<file path="src/rtl/sfd_pkg.sv">
// Shared constants, tables and types of the SENT frame decoder.
package sfd_pkg;

    localparam int PULSE_W          = 16;
    localparam int CFG_W            = 16;
    localparam int CFG_IDX_W        = 1;
    localparam int UNIT_W           = 11;
    localparam int DVD_W            = PULSE_W + 1;
    localparam int CAPTURE_BITS_DEF = 16;
    localparam int NIB_W            = 4;
    localparam int DATA_W           = 24;
    localparam int HIST_W           = 18;
    localparam int CBITS_W          = 24;
    localparam int CRC6_W           = 6;
    localparam int EV_W             = 3;
    localparam int ID_W             = 8;
    localparam int SDAT_W           = 16;

    localparam logic [CFG_IDX_W-1:0] CFG_SYNC_MIN = 1'b0;
    localparam logic [CFG_IDX_W-1:0] CFG_SYNC_MAX = 1'b1;

    localparam logic [CFG_W-1:0]   SYNC_MIN_RST = 16'd6200;
    localparam logic [CFG_W-1:0]   SYNC_MAX_RST = 16'd7400;
    localparam logic [UNIT_W-1:0]  SYNC_DIV     = 11'd56;
    localparam logic [UNIT_W-1:0]  TICK_RST     = 11'd126;
    localparam logic [UNIT_W-1:0]  UNIT_MAX     = 11'd2047;
    localparam logic [DVD_W-1:0]   TICK_MIN     = 17'd12;
    localparam logic [DVD_W-1:0]   TICK_MAX     = 17'd27;
    localparam logic [HIST_W-1:0]  SLOW_MASK    = 18'h3F821;
    localparam logic [HIST_W-1:0]  SLOW_MATCH   = 18'h3F000;
    localparam logic [CRC6_W-1:0]  CRC6_SEED    = 6'd59;
    localparam logic [NIB_W-1:0]   CRC4_SEED    = 4'h3;

    localparam logic [EV_W-1:0] EV_SYNC   = 3'd0;
    localparam logic [EV_W-1:0] EV_REJECT = 3'd1;
    localparam logic [EV_W-1:0] EV_NIBBLE = 3'd2;
    localparam logic [EV_W-1:0] EV_CRC_OK = 3'd3;
    localparam logic [EV_W-1:0] EV_CRC_BAD = 3'd4;
    localparam logic [EV_W-1:0] EV_STRAY  = 3'd5;

    localparam logic [NIB_W-1:0] CRC4_TAB [16] = '{
        4'd0, 4'd13, 4'd7, 4'd10, 4'd14, 4'd3, 4'd9, 4'd4,
        4'd1, 4'd12, 4'd6, 4'd11, 4'd15, 4'd2, 4'd8, 4'd5};

    localparam logic [CRC6_W-1:0] CRC6_TAB [64] = '{
        6'd0,  6'd25, 6'd50, 6'd43, 6'd61, 6'd36, 6'd15, 6'd22,
        6'd35, 6'd58, 6'd17, 6'd8,  6'd30, 6'd7,  6'd44, 6'd53,
        6'd31, 6'd6,  6'd45, 6'd52, 6'd34, 6'd59, 6'd16, 6'd9,
        6'd60, 6'd37, 6'd14, 6'd23, 6'd1,  6'd24, 6'd51, 6'd42,
        6'd62, 6'd39, 6'd12, 6'd21, 6'd3,  6'd26, 6'd49, 6'd40,
        6'd29, 6'd4,  6'd47, 6'd54, 6'd32, 6'd57, 6'd18, 6'd11,
        6'd33, 6'd56, 6'd19, 6'd10, 6'd28, 6'd5,  6'd46, 6'd55,
        6'd2,  6'd27, 6'd48, 6'd41, 6'd63, 6'd38, 6'd13, 6'd20};

    // Frame position; the data phases are consecutive so a left shift advances them.
    typedef enum logic [8:0] {
        PH_IDLE = 9'b000000001,
        PH_SER  = 9'b000000010,
        PH_D1   = 9'b000000100,
        PH_D2   = 9'b000001000,
        PH_D3   = 9'b000010000,
        PH_D4   = 9'b000100000,
        PH_D5   = 9'b001000000,
        PH_D6   = 9'b010000000,
        PH_CS   = 9'b100000000
    } t_phase;

    typedef struct packed {
        logic [EV_W-1:0]   event_res;
        logic [NIB_W-1:0]  nibble_value;
        logic [DATA_W-1:0] fast_data;
        logic              slow_valid;
        logic              slow_format;
        logic [ID_W-1:0]   slow_id;
        logic [SDAT_W-1:0] slow_data;
        logic [UNIT_W-1:0] clock_unit;
    } t_result;

endpackage

</file>
<file path="src/rtl/sfd_if.sv">
// Valid/ready channel interfaces for pulse items in and decoded event items out.
interface sfd_in_if;
    logic                         valid;
    logic                         ready;
    logic [sfd_pkg::PULSE_W-1:0]  pulse_count;

    modport source (output valid, output pulse_count, input ready);
    modport sink   (input valid, input pulse_count, output ready);
endinterface

interface sfd_out_if;
    logic                         valid;
    logic                         ready;
    logic [sfd_pkg::EV_W-1:0]     event_res;
    logic [sfd_pkg::NIB_W-1:0]    nibble_value;
    logic [sfd_pkg::DATA_W-1:0]   fast_data;
    logic                         slow_valid;
    logic                         slow_format;
    logic [sfd_pkg::ID_W-1:0]     slow_id;
    logic [sfd_pkg::SDAT_W-1:0]   slow_data;
    logic [sfd_pkg::UNIT_W-1:0]   clock_unit;

    modport source (output valid, output event_res, output nibble_value, output fast_data,
                    output slow_valid, output slow_format, output slow_id, output slow_data,
                    output clock_unit, input ready);
    modport sink   (input valid, input event_res, input nibble_value, input fast_data,
                    input slow_valid, input slow_format, input slow_id, input slow_data,
                    input clock_unit, output ready);
endinterface

</file>
<file path="src/rtl/sfd_div.sv">
// Bit-serial restoring divider, one quotient bit per cycle.
module sfd_div (
    input  logic                        i_clk,
    input  logic                        i_rst_n,
    input  logic                        i_start,
    input  logic [sfd_pkg::DVD_W-1:0]   i_dividend,
    input  logic [sfd_pkg::UNIT_W-1:0]  i_divisor,
    output logic                        o_done,
    output logic [sfd_pkg::DVD_W-1:0]   o_quot
);
    import sfd_pkg::*;

    localparam int CNT_W = $clog2(DVD_W);

    logic              r_busy;
    logic              r_done;
    logic [CNT_W-1:0]  r_cnt;
    logic [UNIT_W-1:0] r_div;
    logic [UNIT_W-1:0] r_rem;
    logic [DVD_W-1:0]  r_q;
    logic [UNIT_W:0]   w_trial;
    logic [UNIT_W:0]   w_diff;
    logic              w_ge;

    // The remainder stays below the divisor, so the trial value fits one extra bit.
    assign w_trial = {r_rem, r_q[DVD_W-1]};
    assign w_ge    = (w_trial >= {1'b0, r_div});
    assign w_diff  = w_trial - {1'b0, r_div};

    always_ff @(posedge i_clk) begin
        if (!i_rst_n) begin
            r_busy <= 1'b0;
            r_done <= 1'b0;
            r_cnt  <= '0;
        end else begin
            r_done <= 1'b0;
            if (i_start) begin
                r_busy <= 1'b1;
                r_cnt  <= '0;
            end else if (r_busy) begin
                r_cnt <= r_cnt + 1'b1;
                if (r_cnt == CNT_W'(DVD_W - 1)) begin
                    r_busy <= 1'b0;
                    r_done <= 1'b1;
                end
            end
        end
    end

    always_ff @(posedge i_clk) begin
        if (i_start) begin
            r_q   <= i_dividend;
            r_rem <= '0;
            r_div <= i_divisor;
        end else if (r_busy) begin
            r_q   <= {r_q[DVD_W-2:0], w_ge};
            r_rem <= w_ge ? w_diff[UNIT_W-1:0] : w_trial[UNIT_W-1:0];
        end
    end

    assign o_done = r_done;
    assign o_quot = r_q;

endmodule

</file>
<file path="src/rtl/sfd_crc6.sv">
// Serial CRC6 over the 24 serial bits, one six-bit digit per cycle.
module sfd_crc6 (
    input  logic                          i_clk,
    input  logic                          i_rst_n,
    input  logic                          i_start,
    input  logic [sfd_pkg::CBITS_W-1:0]   i_bits,
    output logic                          o_done,
    output logic [sfd_pkg::CRC6_W-1:0]    o_crc
);
    import sfd_pkg::*;

    localparam int STEPS = CBITS_W / CRC6_W;
    localparam int CNT_W = $clog2(STEPS);

    logic               r_busy;
    logic               r_done;
    logic [CNT_W-1:0]   r_cnt;
    logic [CBITS_W-1:0] r_sh;
    logic [CRC6_W-1:0]  r_c;

    always_ff @(posedge i_clk) begin
        if (!i_rst_n) begin
            r_busy <= 1'b0;
            r_done <= 1'b0;
            r_cnt  <= '0;
        end else begin
            r_done <= 1'b0;
            if (i_start) begin
                r_busy <= 1'b1;
                r_cnt  <= '0;
            end else if (r_busy) begin
                r_cnt <= r_cnt + 1'b1;
                if (r_cnt == CNT_W'(STEPS - 1)) begin
                    r_busy <= 1'b0;
                    r_done <= 1'b1;
                end
            end
        end
    end

    always_ff @(posedge i_clk) begin
        if (i_start) begin
            r_sh <= i_bits;
            r_c  <= CRC6_SEED;
        end else if (r_busy) begin
            r_c  <= CRC6_TAB[r_c ^ r_sh[CBITS_W-1 -: CRC6_W]];
            r_sh <= r_sh << CRC6_W;
        end
    end

    assign o_done = r_done;
    assign o_crc  = r_c;

endmodule

</file>
<file path="src/rtl/sent_frame_decoder_with_slow_channel.sv">
// Top level of the single-channel SENT frame decoder with enhanced serial messages.
//
// The block takes one captured falling-edge period per input item and returns exactly one
// event item for it. A period strictly between the two sync limits is a sync pulse: it sets
// the clock unit to period/56 (at least 1) and starts a frame. Any other period is rounded to
// whole ticks; 12 to 27 ticks give a nibble, anything else rejects the frame. The status
// nibble feeds the enhanced serial message, which is reported when its bit pattern and CRC6 pass, and the
// six data nibbles are checked against the checksum nibble with CRC4. Each item passes in
// turn through the bit-serial divider that rounds the period (or forms period/56 on a sync),
// the hand-over of the quotient to the digit-serial CRC6 unit, that unit, the hand-over of
// its check value and a write-back, which waits while the output register holds a result
// that is not yet taken. The input reopens in the cycle after the write-back, so only one
// item is in work at a time. A new item is accepted as soon as the previous one is written
// back, even while its result still waits in the output register.
// Configuration writes are taken at any time and must only be issued while the block is idle.
module sent_frame_decoder_with_slow_channel #(
    parameter int CAPTURE_BITS = sfd_pkg::CAPTURE_BITS_DEF
) (
    input  logic                           i_clk,
    input  logic                           i_rst_n,
    input  logic                           i_cfg_we,
    input  logic [sfd_pkg::CFG_IDX_W-1:0]  i_cfg_idx,
    input  logic [sfd_pkg::CFG_W-1:0]      i_cfg_data,
    sfd_in_if.sink                         i_in,
    sfd_out_if.source                      o_out
);
    import sfd_pkg::*;

    // Capture counts beyond the timer width are dropped before anything else sees them.
    localparam logic [PULSE_W-1:0] P_MASK = (CAPTURE_BITS >= PULSE_W) ? {PULSE_W{1'b1}}
                                          : PULSE_W'((64'd1 << CAPTURE_BITS) - 64'd1);

    typedef enum logic [3:0] {
        SQ_IDLE = 4'b0001,
        SQ_DIV  = 4'b0010,
        SQ_CRC  = 4'b0100,
        SQ_WB   = 4'b1000
    } t_seq;

    // Sequencer and configuration.
    t_seq              r_seq, n_seq;
    logic [CFG_W-1:0]  r_sync_min;
    logic [CFG_W-1:0]  r_sync_max;

    // Frame state that persists across items.
    t_phase             r_phase, n_phase;
    logic [UNIT_W-1:0]  r_tick, n_tick;
    logic [NIB_W-1:0]   r_crc4, n_crc4;
    logic [DATA_W-1:0]  r_data, n_data;
    logic [HIST_W-1:0]  r_h2, n_h2;
    logic [HIST_W-1:0]  r_h3, n_h3;
    logic [CBITS_W-1:0] r_cbits, n_cbits;

    // Per-item working registers.
    logic               r_sync;
    logic               r_nib_ok;
    logic [NIB_W-1:0]   r_nib;
    logic [UNIT_W-1:0]  r_unit;

    // Output register.
    logic               r_out_valid;
    t_result            r_res, n_res;

    logic [PULSE_W-1:0] w_p;
    logic               w_is_sync;
    logic               w_accept;
    logic [DVD_W-1:0]   w_dividend;
    logic [UNIT_W-1:0]  w_divisor;
    logic               w_div_done;
    logic [DVD_W-1:0]   w_quot;
    logic [NIB_W-1:0]   w_nib;
    logic               w_crc_start;
    logic [CBITS_W-1:0] w_crc_bits;
    logic               w_crc_done;
    logic [CRC6_W-1:0]  w_crc6;
    logic               w_wb_fire;
    logic [HIST_W-1:0]  w_h2c;
    logic [HIST_W-1:0]  w_h3c;
    logic               w_slow_ok;
    logic [NIB_W-1:0]   w_seed;

    assign i_in.ready = (r_seq == SQ_IDLE);
    assign w_accept   = i_in.valid && i_in.ready;
    assign w_p        = i_in.pulse_count & P_MASK;
    assign w_is_sync  = (w_p > r_sync_min) && (w_p < r_sync_max);

    // A sync divides by 56; otherwise half a unit is added so the quotient rounds to nearest.
    assign w_dividend = w_is_sync ? DVD_W'(w_p)
                                  : DVD_W'(w_p) + DVD_W'(r_tick >> 1);
    assign w_divisor  = w_is_sync ? SYNC_DIV : r_tick;

    sfd_div u_div (
        .i_clk      (i_clk),
        .i_rst_n    (i_rst_n),
        .i_start    (w_accept),
        .i_dividend (w_dividend),
        .i_divisor  (w_divisor),
        .o_done     (w_div_done),
        .o_quot     (w_quot)
    );

    // The nibble is the tick count minus twelve; only its low bits matter once range-checked.
    assign w_nib       = w_quot[NIB_W-1:0] - TICK_MIN[NIB_W-1:0];
    assign w_crc_start = (r_seq == SQ_DIV) && w_div_done;
    assign w_crc_bits  = {r_cbits[CBITS_W-3:0], w_nib[2], w_nib[3]};

    sfd_crc6 u_crc6 (
        .i_clk   (i_clk),
        .i_rst_n (i_rst_n),
        .i_start (w_crc_start),
        .i_bits  (w_crc_bits),
        .o_done  (w_crc_done),
        .o_crc   (w_crc6)
    );

    assign w_wb_fire = (r_seq == SQ_WB) && (!r_out_valid || o_out.ready);

    always_comb begin
        n_seq = r_seq;
        case (r_seq)
            SQ_IDLE: begin
                if (w_accept) n_seq = SQ_DIV;
            end
            SQ_DIV: begin
                if (w_div_done) n_seq = SQ_CRC;
            end
            SQ_CRC: begin
                if (w_crc_done) n_seq = SQ_WB;
            end
            SQ_WB: begin
                if (w_wb_fire) n_seq = SQ_IDLE;
            end
            default: begin
                n_seq = SQ_IDLE;
            end
        endcase
    end

    // The serial message check looks at the histories as they stand after this nibble.
    assign w_h2c     = {r_h2[HIST_W-2:0], r_nib[2]};
    assign w_h3c     = {r_h3[HIST_W-2:0], r_nib[3]};
    assign w_slow_ok = ((w_h3c & SLOW_MASK) == SLOW_MATCH) &&
                       (w_crc6 == w_h2c[HIST_W-1 -: CRC6_W]);
    assign w_seed    = (r_phase == PH_D1) ? CRC4_SEED : r_crc4;

    always_comb begin
        n_phase = r_phase;
        n_tick  = r_tick;
        n_crc4  = r_crc4;
        n_data  = r_data;
        n_h2    = r_h2;
        n_h3    = r_h3;
        n_cbits = r_cbits;
        n_res   = '0;
        if (r_sync) begin
            n_tick          = r_unit;
            n_phase         = PH_SER;
            n_res.event_res = EV_SYNC;
        end else if (!r_nib_ok) begin
            n_phase         = PH_IDLE;
            n_res.event_res = EV_REJECT;
        end else begin
            n_res.nibble_value = r_nib;
            case (r_phase)
                PH_SER: begin
                    n_h2    = w_h2c;
                    n_h3    = w_h3c;
                    n_cbits = {r_cbits[CBITS_W-3:0], r_nib[2], r_nib[3]};
                    if (w_slow_ok) begin
                        n_res.slow_valid  = 1'b1;
                        n_res.slow_format = w_h3c[10];
                        if (!w_h3c[10]) begin
                            // Eight-bit id, twelve-bit data.
                            n_res.slow_id   = {w_h3c[9:6], w_h3c[4:1]};
                            n_res.slow_data = {4'd0, w_h2c[11:0]};
                        end else begin
                            // Four-bit id, sixteen-bit data.
                            n_res.slow_id   = {4'd0, w_h3c[9:6]};
                            n_res.slow_data = {w_h3c[4:1], w_h2c[11:0]};
                        end
                    end
                    n_phase         = PH_D1;
                    n_res.event_res = EV_NIBBLE;
                end
                PH_D1, PH_D2, PH_D3, PH_D4, PH_D5, PH_D6: begin
                    n_crc4          = CRC4_TAB[w_seed ^ r_nib];
                    n_data          = {r_data[DATA_W-NIB_W-1:0], r_nib};
                    n_phase         = t_phase'(r_phase << 1);
                    n_res.event_res = EV_NIBBLE;
                end
                PH_CS: begin
                    n_res.event_res = (r_crc4 == r_nib) ? EV_CRC_OK : EV_CRC_BAD;
                    n_res.fast_data = r_data;
                    n_phase         = PH_IDLE;
                end
                default: begin
                    n_phase         = PH_IDLE;
                    n_res.event_res = EV_STRAY;
                end
            endcase
        end
        n_res.clock_unit = n_tick;
    end

    // Control state, configuration and the frame state that has a defined reset value.
    always_ff @(posedge i_clk) begin
        if (!i_rst_n) begin
            r_seq       <= SQ_IDLE;
            r_out_valid <= 1'b0;
            r_sync_min  <= SYNC_MIN_RST;
            r_sync_max  <= SYNC_MAX_RST;
            r_phase     <= PH_IDLE;
            r_tick      <= TICK_RST;
            r_crc4      <= '0;
            r_h2        <= '0;
            r_h3        <= '0;
            r_cbits     <= '0;
        end else begin
            r_seq       <= n_seq;
            r_out_valid <= w_wb_fire || (r_out_valid && !o_out.ready);
            if (i_cfg_we) begin
                case (i_cfg_idx)
                    CFG_SYNC_MIN: r_sync_min <= i_cfg_data;
                    CFG_SYNC_MAX: r_sync_max <= i_cfg_data;
                    default: begin
                    end
                endcase
            end
            if (w_wb_fire) begin
                r_phase <= n_phase;
                r_tick  <= n_tick;
                r_crc4  <= n_crc4;
                r_h2    <= n_h2;
                r_h3    <= n_h3;
                r_cbits <= n_cbits;
            end
        end
    end

    // Payload registers; the data nibbles have no defined value until written.
    always_ff @(posedge i_clk) begin
        if (w_accept) begin
            r_sync <= w_is_sync;
        end
        if (w_crc_start) begin
            r_nib_ok <= (w_quot >= TICK_MIN) && (w_quot <= TICK_MAX);
            r_nib    <= w_nib;
            if (w_quot == '0) begin
                r_unit <= UNIT_W'(1);
            end else if (w_quot > DVD_W'(UNIT_MAX)) begin
                r_unit <= UNIT_MAX;
            end else begin
                r_unit <= w_quot[UNIT_W-1:0];
            end
        end
        if (w_wb_fire) begin
            r_data <= n_data;
            r_res  <= n_res;
        end
    end

    assign o_out.valid        = r_out_valid;
    assign o_out.event_res    = r_res.event_res;
    assign o_out.nibble_value = r_res.nibble_value;
    assign o_out.fast_data    = r_res.fast_data;
    assign o_out.slow_valid   = r_res.slow_valid;
    assign o_out.slow_format  = r_res.slow_format;
    assign o_out.slow_id      = r_res.slow_id;
    assign o_out.slow_data    = r_res.slow_data;
    assign o_out.clock_unit   = r_res.clock_unit;

endmodule

</file>
<file path="src/flat_wrapper.sv">
// flat-port wrapper written by rule: the top's interface ports become plain ports
module sent_frame_decoder_with_slow_channel_flat import sfd_pkg::*;
#(
    parameter int CAPTURE_BITS = sfd_pkg::CAPTURE_BITS_DEF
)
  (i_clk, i_rst_n, i_cfg_we, i_cfg_idx, i_cfg_data, i_in_valid, i_in_pulse_count, i_in_ready, o_out_valid, o_out_event_res, o_out_nibble_value, o_out_fast_data, o_out_slow_valid, o_out_slow_format, o_out_slow_id, o_out_slow_data, o_out_clock_unit, o_out_ready);
  sfd_in_if i_in_i ();
  sfd_out_if o_out_i ();
  input  logic i_clk;
  input  logic i_rst_n;
  input  logic i_cfg_we;
  input  logic [sfd_pkg::CFG_IDX_W-1:0] i_cfg_idx;
  input  logic [sfd_pkg::CFG_W-1:0] i_cfg_data;
  input wire logic [$bits(i_in_i.valid)-1:0] i_in_valid;
  input wire logic [$bits(i_in_i.pulse_count)-1:0] i_in_pulse_count;
  output wire logic [$bits(i_in_i.ready)-1:0] i_in_ready;
  output wire logic [$bits(o_out_i.valid)-1:0] o_out_valid;
  output wire logic [$bits(o_out_i.event_res)-1:0] o_out_event_res;
  output wire logic [$bits(o_out_i.nibble_value)-1:0] o_out_nibble_value;
  output wire logic [$bits(o_out_i.fast_data)-1:0] o_out_fast_data;
  output wire logic [$bits(o_out_i.slow_valid)-1:0] o_out_slow_valid;
  output wire logic [$bits(o_out_i.slow_format)-1:0] o_out_slow_format;
  output wire logic [$bits(o_out_i.slow_id)-1:0] o_out_slow_id;
  output wire logic [$bits(o_out_i.slow_data)-1:0] o_out_slow_data;
  output wire logic [$bits(o_out_i.clock_unit)-1:0] o_out_clock_unit;
  input wire logic [$bits(o_out_i.ready)-1:0] o_out_ready;
  assign i_in_i.valid = i_in_valid;
  assign i_in_i.pulse_count = i_in_pulse_count;
  assign i_in_ready = i_in_i.ready;
  assign o_out_valid = o_out_i.valid;
  assign o_out_event_res = o_out_i.event_res;
  assign o_out_nibble_value = o_out_i.nibble_value;
  assign o_out_fast_data = o_out_i.fast_data;
  assign o_out_slow_valid = o_out_i.slow_valid;
  assign o_out_slow_format = o_out_i.slow_format;
  assign o_out_slow_id = o_out_i.slow_id;
  assign o_out_slow_data = o_out_i.slow_data;
  assign o_out_clock_unit = o_out_i.clock_unit;
  assign o_out_i.ready = o_out_ready;
  sent_frame_decoder_with_slow_channel #(.CAPTURE_BITS(CAPTURE_BITS)) u_core (.i_clk(i_clk), .i_rst_n(i_rst_n), .i_cfg_we(i_cfg_we), .i_cfg_idx(i_cfg_idx), .i_cfg_data(i_cfg_data), .i_in(i_in_i), .o_out(o_out_i));
endmodule
</file>
<file path="config.mk">
export PLATFORM = sky130hd
export DESIGN_NAME = sent_frame_decoder_with_slow_channel_flat
export DESIGN_NICKNAME = d
export VERILOG_FILES = /design/src/rtl/sfd_pkg.sv /design/src/rtl/sfd_if.sv /design/src/rtl/sfd_div.sv /design/src/rtl/sfd_crc6.sv /design/src/rtl/sent_frame_decoder_with_slow_channel.sv /design/src/flat_wrapper.sv
export SDC_FILE = /design/constraint.sdc
export NUM_CORES = 1
export LEC_CHECK = 0
export BUFFER_PORTS_ARGS = -buffer_cell sky130_fd_sc_hd__buf_4
export CAP_MARGIN = 0
export CORE_MARGIN = 2
export CORE_UTILIZATION = 25
export CTS_CLUSTER_DIAMETER = 50
export DETAILED_ROUTE_END_ITERATION = 10
export SETUP_SLACK_MARGIN = 0.1
export SLEW_MARGIN = 30
export SYNTH_ARGS = -nofsm -noshare
export SYNTH_HDL_FRONTEND = slang
export SYNTH_HIERARCHICAL = 1
export SYNTH_SLANG_ARGS = --single-unit
</file>
<file path="constraint.sdc">
create_clock -name i_clk -period 8.5 [get_ports i_clk]
set_input_delay 0.85 -clock i_clk [delete_from_list [all_inputs] [get_ports i_clk]]
set_output_delay 0.85 -clock i_clk [all_outputs]
set_load 0.03 [all_outputs]
</file>
==> After elaboration in Yosys (flattened, before gate mapping) <==
Memories as Yosys holds them, arrays and structs flattened. A register that Yosys moved wholly into a read port is not among the register bits.
Index checks and enable logic that the tools add are counted.
{ "totals": {"register_bits": 296, "rom_bits": 448, "input_bits": 38, "output_inout_bits": 70, "memories": 2} }
{ "memory_table": {"columns": ["name", "words", "width", "rd", "rd_ports_with_merged_regs", "write_ports", "line_no", "text"], "rows": [
  ["(no name shown)", 64, 6, 1, 1, 0, "sfd_crc6.sv:46", "r_c <= CRC6_TAB[r_c ^ r_sh[CBITS_W-1 -: CRC6_W]];"],
  ["(no name shown)", 16, 4, 1, 1, 0, "sent_frame_decoder_with_slow_channel.sv:186", "n_crc4 = CRC4_TAB[w_seed ^ r_nib];"]
]} }
{ "classes": {"addsub": 5, "n_lt_le_gt_ge": 6, "eq_ne": 21, "mux": 30, "bitwise": 14, "reduce_logical": 33} }
{ "op_table": {"columns": ["operator", "n"], "rows": [
  ["$mux 24", 3],
  ["$mux 17", 3],
  ["$mux 11", 3],
  ["$mux 26", 1],
  ["$mux 4", 5],
  ["$eq 9x9->1 const B", 2],
  ["$mux 9", 2],
  ["$pmux 9 s2", 1],
  ["$add 16x10->17", 1],
  ["$ge 17x4->1 const B", 1],
  ["$gt 17x11->1 const B", 1],
  ["$le 17x5->1 const B", 1],
  ["$logic_not 17->1", 1],
  ["$gt 16x16->1", 1],
  ["$lt 16x16->1", 1],
  ["$pmux 4 s4", 1],
  ["$ge 12x11->1", 1],
  ["$reduce_and 4->1", 3],
  ["$reduce_or 3->1", 4],
  ["$sub 11x11->11", 1],
  ["$not 1->1", 10],
  ["$reduce_or 5->1", 2],
  ["$eq 9x2->1 const B", 1],
  ["$eq 9x3->1 const B", 1],
  ["34 further kinds", 58]
]} }

==> Depth between registers and ports, before layout <==
{ "logic_depth": {"depth_word": 5, "depth_mapped": 12, "depth_no_buf": 11} }

==> Modules after synthesis <==
The synthesis kept the hierarchy.
{ "by_module_without_submodules": {"columns": ["mod", "instances", "cells_per_inst", "area_per_inst_um2"], "rows": [
  ["sent_frame_decoder_with_slow_channel", 1, 902, 9502.9],
  ["sfd_div", 1, 243, 2617.5],
  ["sfd_crc6", 1, 104, 1555.2]
]} }

==> Worst setup path after synthesis <==
OpenSTA, ideal clock, no wires.
{ "synth_path": {"path_type": "input port to flip-flop", "from": "input port o_out_ready", "to": "register u_core.r_tick[4]", "setup_ns": 0.129, "arrival_time_ns": 3.838, "slack_ns": 4.533, "path_stages": 7, "path_buffers": 2, "cell_sequence": "nor2b_1 > nand2b_1 > clkbuf_1 > clkinv_1 > buf_1 > mux2i_1 > nand2_1"} }
{ "synth_via": {"elab_chain_cells": 2} }
{ "synth_lines": {"columns": ["element", "line_no", "text"], "rows": [
  ["from (decl)", "flat_wrapper.sv:26", "input wire logic [$bits(o_out_i.ready)-1:0] o_out_ready;"],
  ["$logic_or 1x1->1", "sent_frame_decoder_with_slow_channel.sv:116", "assign w_wb_fire = (r_seq == SQ_WB) && (!r_out_valid || o_out.ready);"],
  ["$logic_and 1x1->1", "sent_frame_decoder_with_slow_channel.sv:116", null],
  ["named net u_core.w_wb_fire", "sent_frame_decoder_with_slow_channel.sv:76", "logic w_wb_fire;"],
  ["to (signal assigned)", "sent_frame_decoder_with_slow_channel.sv:231", "r_tick <= n_tick;"],
  ["to (decl)", "sent_frame_decoder_with_slow_channel.sv:47", "logic [UNIT_W-1:0] r_tick, n_tick;"]
]} }
The timed path passes the listed nets, and every way through them passes these cells.
A chain may end at the register's enable or synchronous reset.

==> Final worst setup path <==
{ "layout_path": {"from": "input port i_in_pulse_count[14]", "to": "register u_core.u_div.r_q[13] (netlist: u_core/u_div/o_quot[13]) (data pin)"} }
{ "layout_via": {"elab_chain_cells": 4, "elab_cells_between_ends": 5, "classes_between": "order compare (2); mux (2); reduce/logical (1)"} }
{ "layout_lines": {"columns": ["element", "line_no", "text"], "rows": [
  ["from (decl)", "flat_wrapper.sv:15", "input wire logic [$bits(i_in_i.pulse_count)-1:0] i_in_pulse_count;"],
  ["$gt 16x16->1 or $lt 16x16->1 (tied branches)", "sent_frame_decoder_with_slow_channel.sv:85", "assign w_is_sync = (w_p > r_sync_min) && (w_p < r_sync_max);"],
  ["$logic_and 1x1->1 *", "sent_frame_decoder_with_slow_channel.sv:85", null],
  ["$mux 17 *", "sent_frame_decoder_with_slow_channel.sv:88", "assign w_dividend = w_is_sync ? DVD_W'(w_p)"],
  ["named net u_core.w_dividend[13]", "sent_frame_decoder_with_slow_channel.sv:67", "logic [DVD_W-1:0] w_dividend;"],
  ["$mux 17 *", "sfd_div.sv:51", "if (i_start) begin"],
  ["to (signal assigned)", "sfd_div.sv:52", "r_q <= i_dividend;"],
  ["to (signal assigned)", "sfd_div.sv:56", "r_q <= {r_q[DVD_W-2:0], w_ge};"],
  ["to (decl)", "sfd_div.sv:20", "logic [DVD_W-1:0] r_q;"]
]} }
The timed path passes the listed nets; every way through them passes the cells marked *.

==> flow_summary.json <==
{
  "globalRoute.totalOverflow": 0,
  "min_delay_path_depth": 0,
  "synth_cell_type_count": 90,
  "finClkSkew_ns": 0.0129,
  "core-area_mm2": 0.0539,
  "cts_setup_buffers": 0,
  "clock_latency_ns": 0.54,
  "yosysMostFrequentCell": "nand2_1",
  "wirelength_um": 30200,
  "fillers": 5454,
  "grt_max_degree": 100,
  "grt_pass1_vias": 9310,
  "drt_iter0_drc": 501,
  "synth_flop_cell": "edfxtp_1",
  "cts.clk_slew.worst_paths_ns": 0.06,
  "drc": 0,
  "vdd_ir_drop_max_v": 0.000101,
  "syn_area_per_cell_um2": 10.9,
  "synthCells": 1249,
  "grt_usage": 0.107,
  "vias_per_cell": 4.47,
  "fin_nets": 1447,
  "vias": 9271,
  "fin_setup_tns_ns": 0,
  "reg2regPathDepth": 11,
  "clkSinkCount": 284,
  "port_buffers": 107,
  "crit_required_ns": 8.79,
  "drtAntennaViolNets": 0,
  "start_util": 0.254,
  "rows": 85,
  "outcome": "complete, no violations",
  "grt_pass1_wl_um": 48700,
  "cts-buffers-inserted": 36,
  "hpwl_um": 20700,
  "cts_tree": "yes",
  "synth_area_mm2": 0.0137,
  "cts_resized": 0,
  "dieArea_mm2": 0.0566,
  "period_needed_ns": 3.08,
  "final_max_slew_viol_count": 0,
  "die_h_um": 238,
  "cap_violations": 0,
  "drt_first_pass_iters": 5,
  "powerDensity_mw_per_mm2": 208,
  "htreeDepth": 2,
  "p_leak_nw": 5.96,
  "synth_top_area_cell": "edfxtp_1",
  "final_util": 0.305,
  "clock-root-buffer": "clkbuf_16",
  "io_pins": 108,
  "finalHoldViolations": 0,
  "fp.dieW_um": 238,
  "relSlewSlack": 0.415,
  "layout-drive-gt1-share": 0.197,
  "worst_ep_arrival_time_ns": 3.37,
  "antenna_found_initial": 1,
  "final-setup-viol-count": 0,
  "synth_seq_cells": 284,
  "dpl.cell_count": 2007,
  "ys_top_cells_by_area": "edfxtp_1, dfxtp_1, ha_1, nand2_1, mux2_2",
  "hold_class": "reg -> reg",
  "synth_fp_nets": 1347,
  "cp-start-kind": "primary input",
  "clockBufferDepth": 3,
  "p_total_w": 0.00343,
  "synth_top_cells_by_count": "nand2_1, edfxtp_1, dfxtp_1",
  "cp_max_fo": 35,
  "stdcell_count": 2075,
  "finalCritPeriodShare": 0.362,
  "worstMarginPinSlew_ns": 0.877,
  "hold_buffers": 0,
  "avgRoutedWirePerCell_um": 14.5,
  "netlist.area_leader.share": 0.354,
  "routabilityCongestion": 0.791,
  "area_growth_pct": 20.4,
  "rsz0062_at_grt": "no",
  "synth_edf_count": 161,
  "async_flop_share": 0,
  "endpoint_kind": "register",
  "fmax_ghz": 0.325,
  "yosys_warnings": 6,
  "crit_type": "in -> reg",
  "seq_area_frac_synth": 0.534
}
power by group:
group | internal [W] | switching [W] | total (W)
combinational | 0.000140 | 0.000182 | 0.000322
clock | 0.000979 | 0.000607 | 0.00159
sequential | 0.00149 | 0.0000330 | 0.00152
total | 0.00261 | 0.000822 | 0.00343
per-stage QoR:
step	hold WS (ns)	setup WS [ns]	instance area, um^2
after CTS	0.442	5.46	16500
final	0.439	5.42	16500
after floorplan	0.417	4.53	13700
after global placement	0.420	4.89	15200
after detailed placement	0.428	4.89	15200
after global routing	0.452	5.30	16500
worst max-delay path: stages:
cell and delay (ns):
buf_4 0.13, ha_1 0.32, a21oi_1 0.15, nand2_1 0.07
a21o_1 0.18, a2111o_1 0.34, nand4_1 0.09, buf_4 0.33
or3b_2 0.50, xnor2_1 0.14, mux2_2 0.25
registers in the layout (all words and copies together), names as in the netlist, 9 cells and up:
register / count
u_core/u_crc6/r_sh: 24
u_core/o_out.fast_data: 24
u_core/r_h2: 17
u_core/o_out.slow_data: 16
u_core/r_tick: 11
u_core/r_data: 24
u_core/r_h3: 17
u_core/r_unit: 11
u_core/r_sync_max: 16
u_core/r_sync_min: 16
u_core/u_div/r_rem: 11
u_core/u_div/r_div: 11
u_core/u_div/o_quot: 17
u_core/r_phase: 9
u_core/o_out.clock_unit: 11
path summary, 6_finish.rpt:
path / start / end / slack [ns]
max reg2reg: u_core/r_sync_min[14]$_SDFFE_PN0P_ / u_core/u_div/o_quot[13]$_DFFE_PP_ / 5.49
min: u_core/r_data[19]$_DFFE_PP_ / u_core/r_data[23]$_DFFE_PP_ / 0.44
min reg2reg: u_core/r_data[19]$_DFFE_PP_ / u_core/r_data[23]$_DFFE_PP_ / 0.44
max: i_in_pulse_count[14] / u_core/u_div/o_quot[13]$_DFFE_PP_ / 5.42
routing by layer:
layer	track usage	up-vias	share of wire	wire length, um
met5	0	-	0	0
met4	0.0436	0	0.031	926
met3	0.0243	55	0.045	1360
met2	0.179	149	0.48	14400
met1	0.132	4433	0.45	13500
li1	-	4634	-	-
layout make-up:
cell class / count / area [um^2] / area share
flip-flops and latches: 284 / 7300 / 0.443
well taps: 696 / 871 / 0.0529
repair buffers: 119 / 901 / 0.0547
multi-input cells: 848 / 5930 / 0.360
inverters: 60 / 226 / 0.0137
clock buffers: 45 / 976 / 0.0593
diodes: 2 / 5.00 / 0.000304
clock inverters: 21 / 263 / 0.0160
kinds of logic after synthesis:
kind of cell	count (synthesis)	share of synthesized area
adder cells (fa/ha/maj)	60	0.0560
flip-flops	284	0.534
AO/OA/AOI/OAI	221	0.117
XOR/XNOR	55	0.0414
multiplexers	64	0.0515
buffers and inverters	117	0.0334
AND/OR/NAND/NOR	448	0.167
cell usage in the layout (no fill, tap or decap), types with 7 or more instances in the layout:
master / netlist / routed
and2_1: 59 / 59
mux2_2: 51 / 51
nor2b_1: 23 / 23
xnor2_1: 29 / 29
inv_1: 57 / 57
clkinv_2: 0 / 7
clkbuf_16: 0 / 37
a21oi_1: 35 / 35
o21ai_0: 23 / 23
buf_4: 1 / 117
o21a_1: 10 / 10
ha_1: 58 / 58
xor2_1: 19 / 19
inv_6: 0 / 8
nand4_1: 10 / 10
a21boi_0: 63 / 63
mux2i_1: 13 / 13
nand2b_1: 14 / 14
edfxtp_1: 161 / 161
dfxtp_1: 123 / 122
a211oi_1: 10 / 10
o211ai_1: 14 / 14
and3_1: 10 / 9
nor3_1: 16 / 16
or2_2: 11 / 11
nand3_1: 21 / 21
a22oi_1: 7 / 7
nand2_1: 183 / 183
nor2_1: 54 / 53
Power figures use the tool's default switching activity.
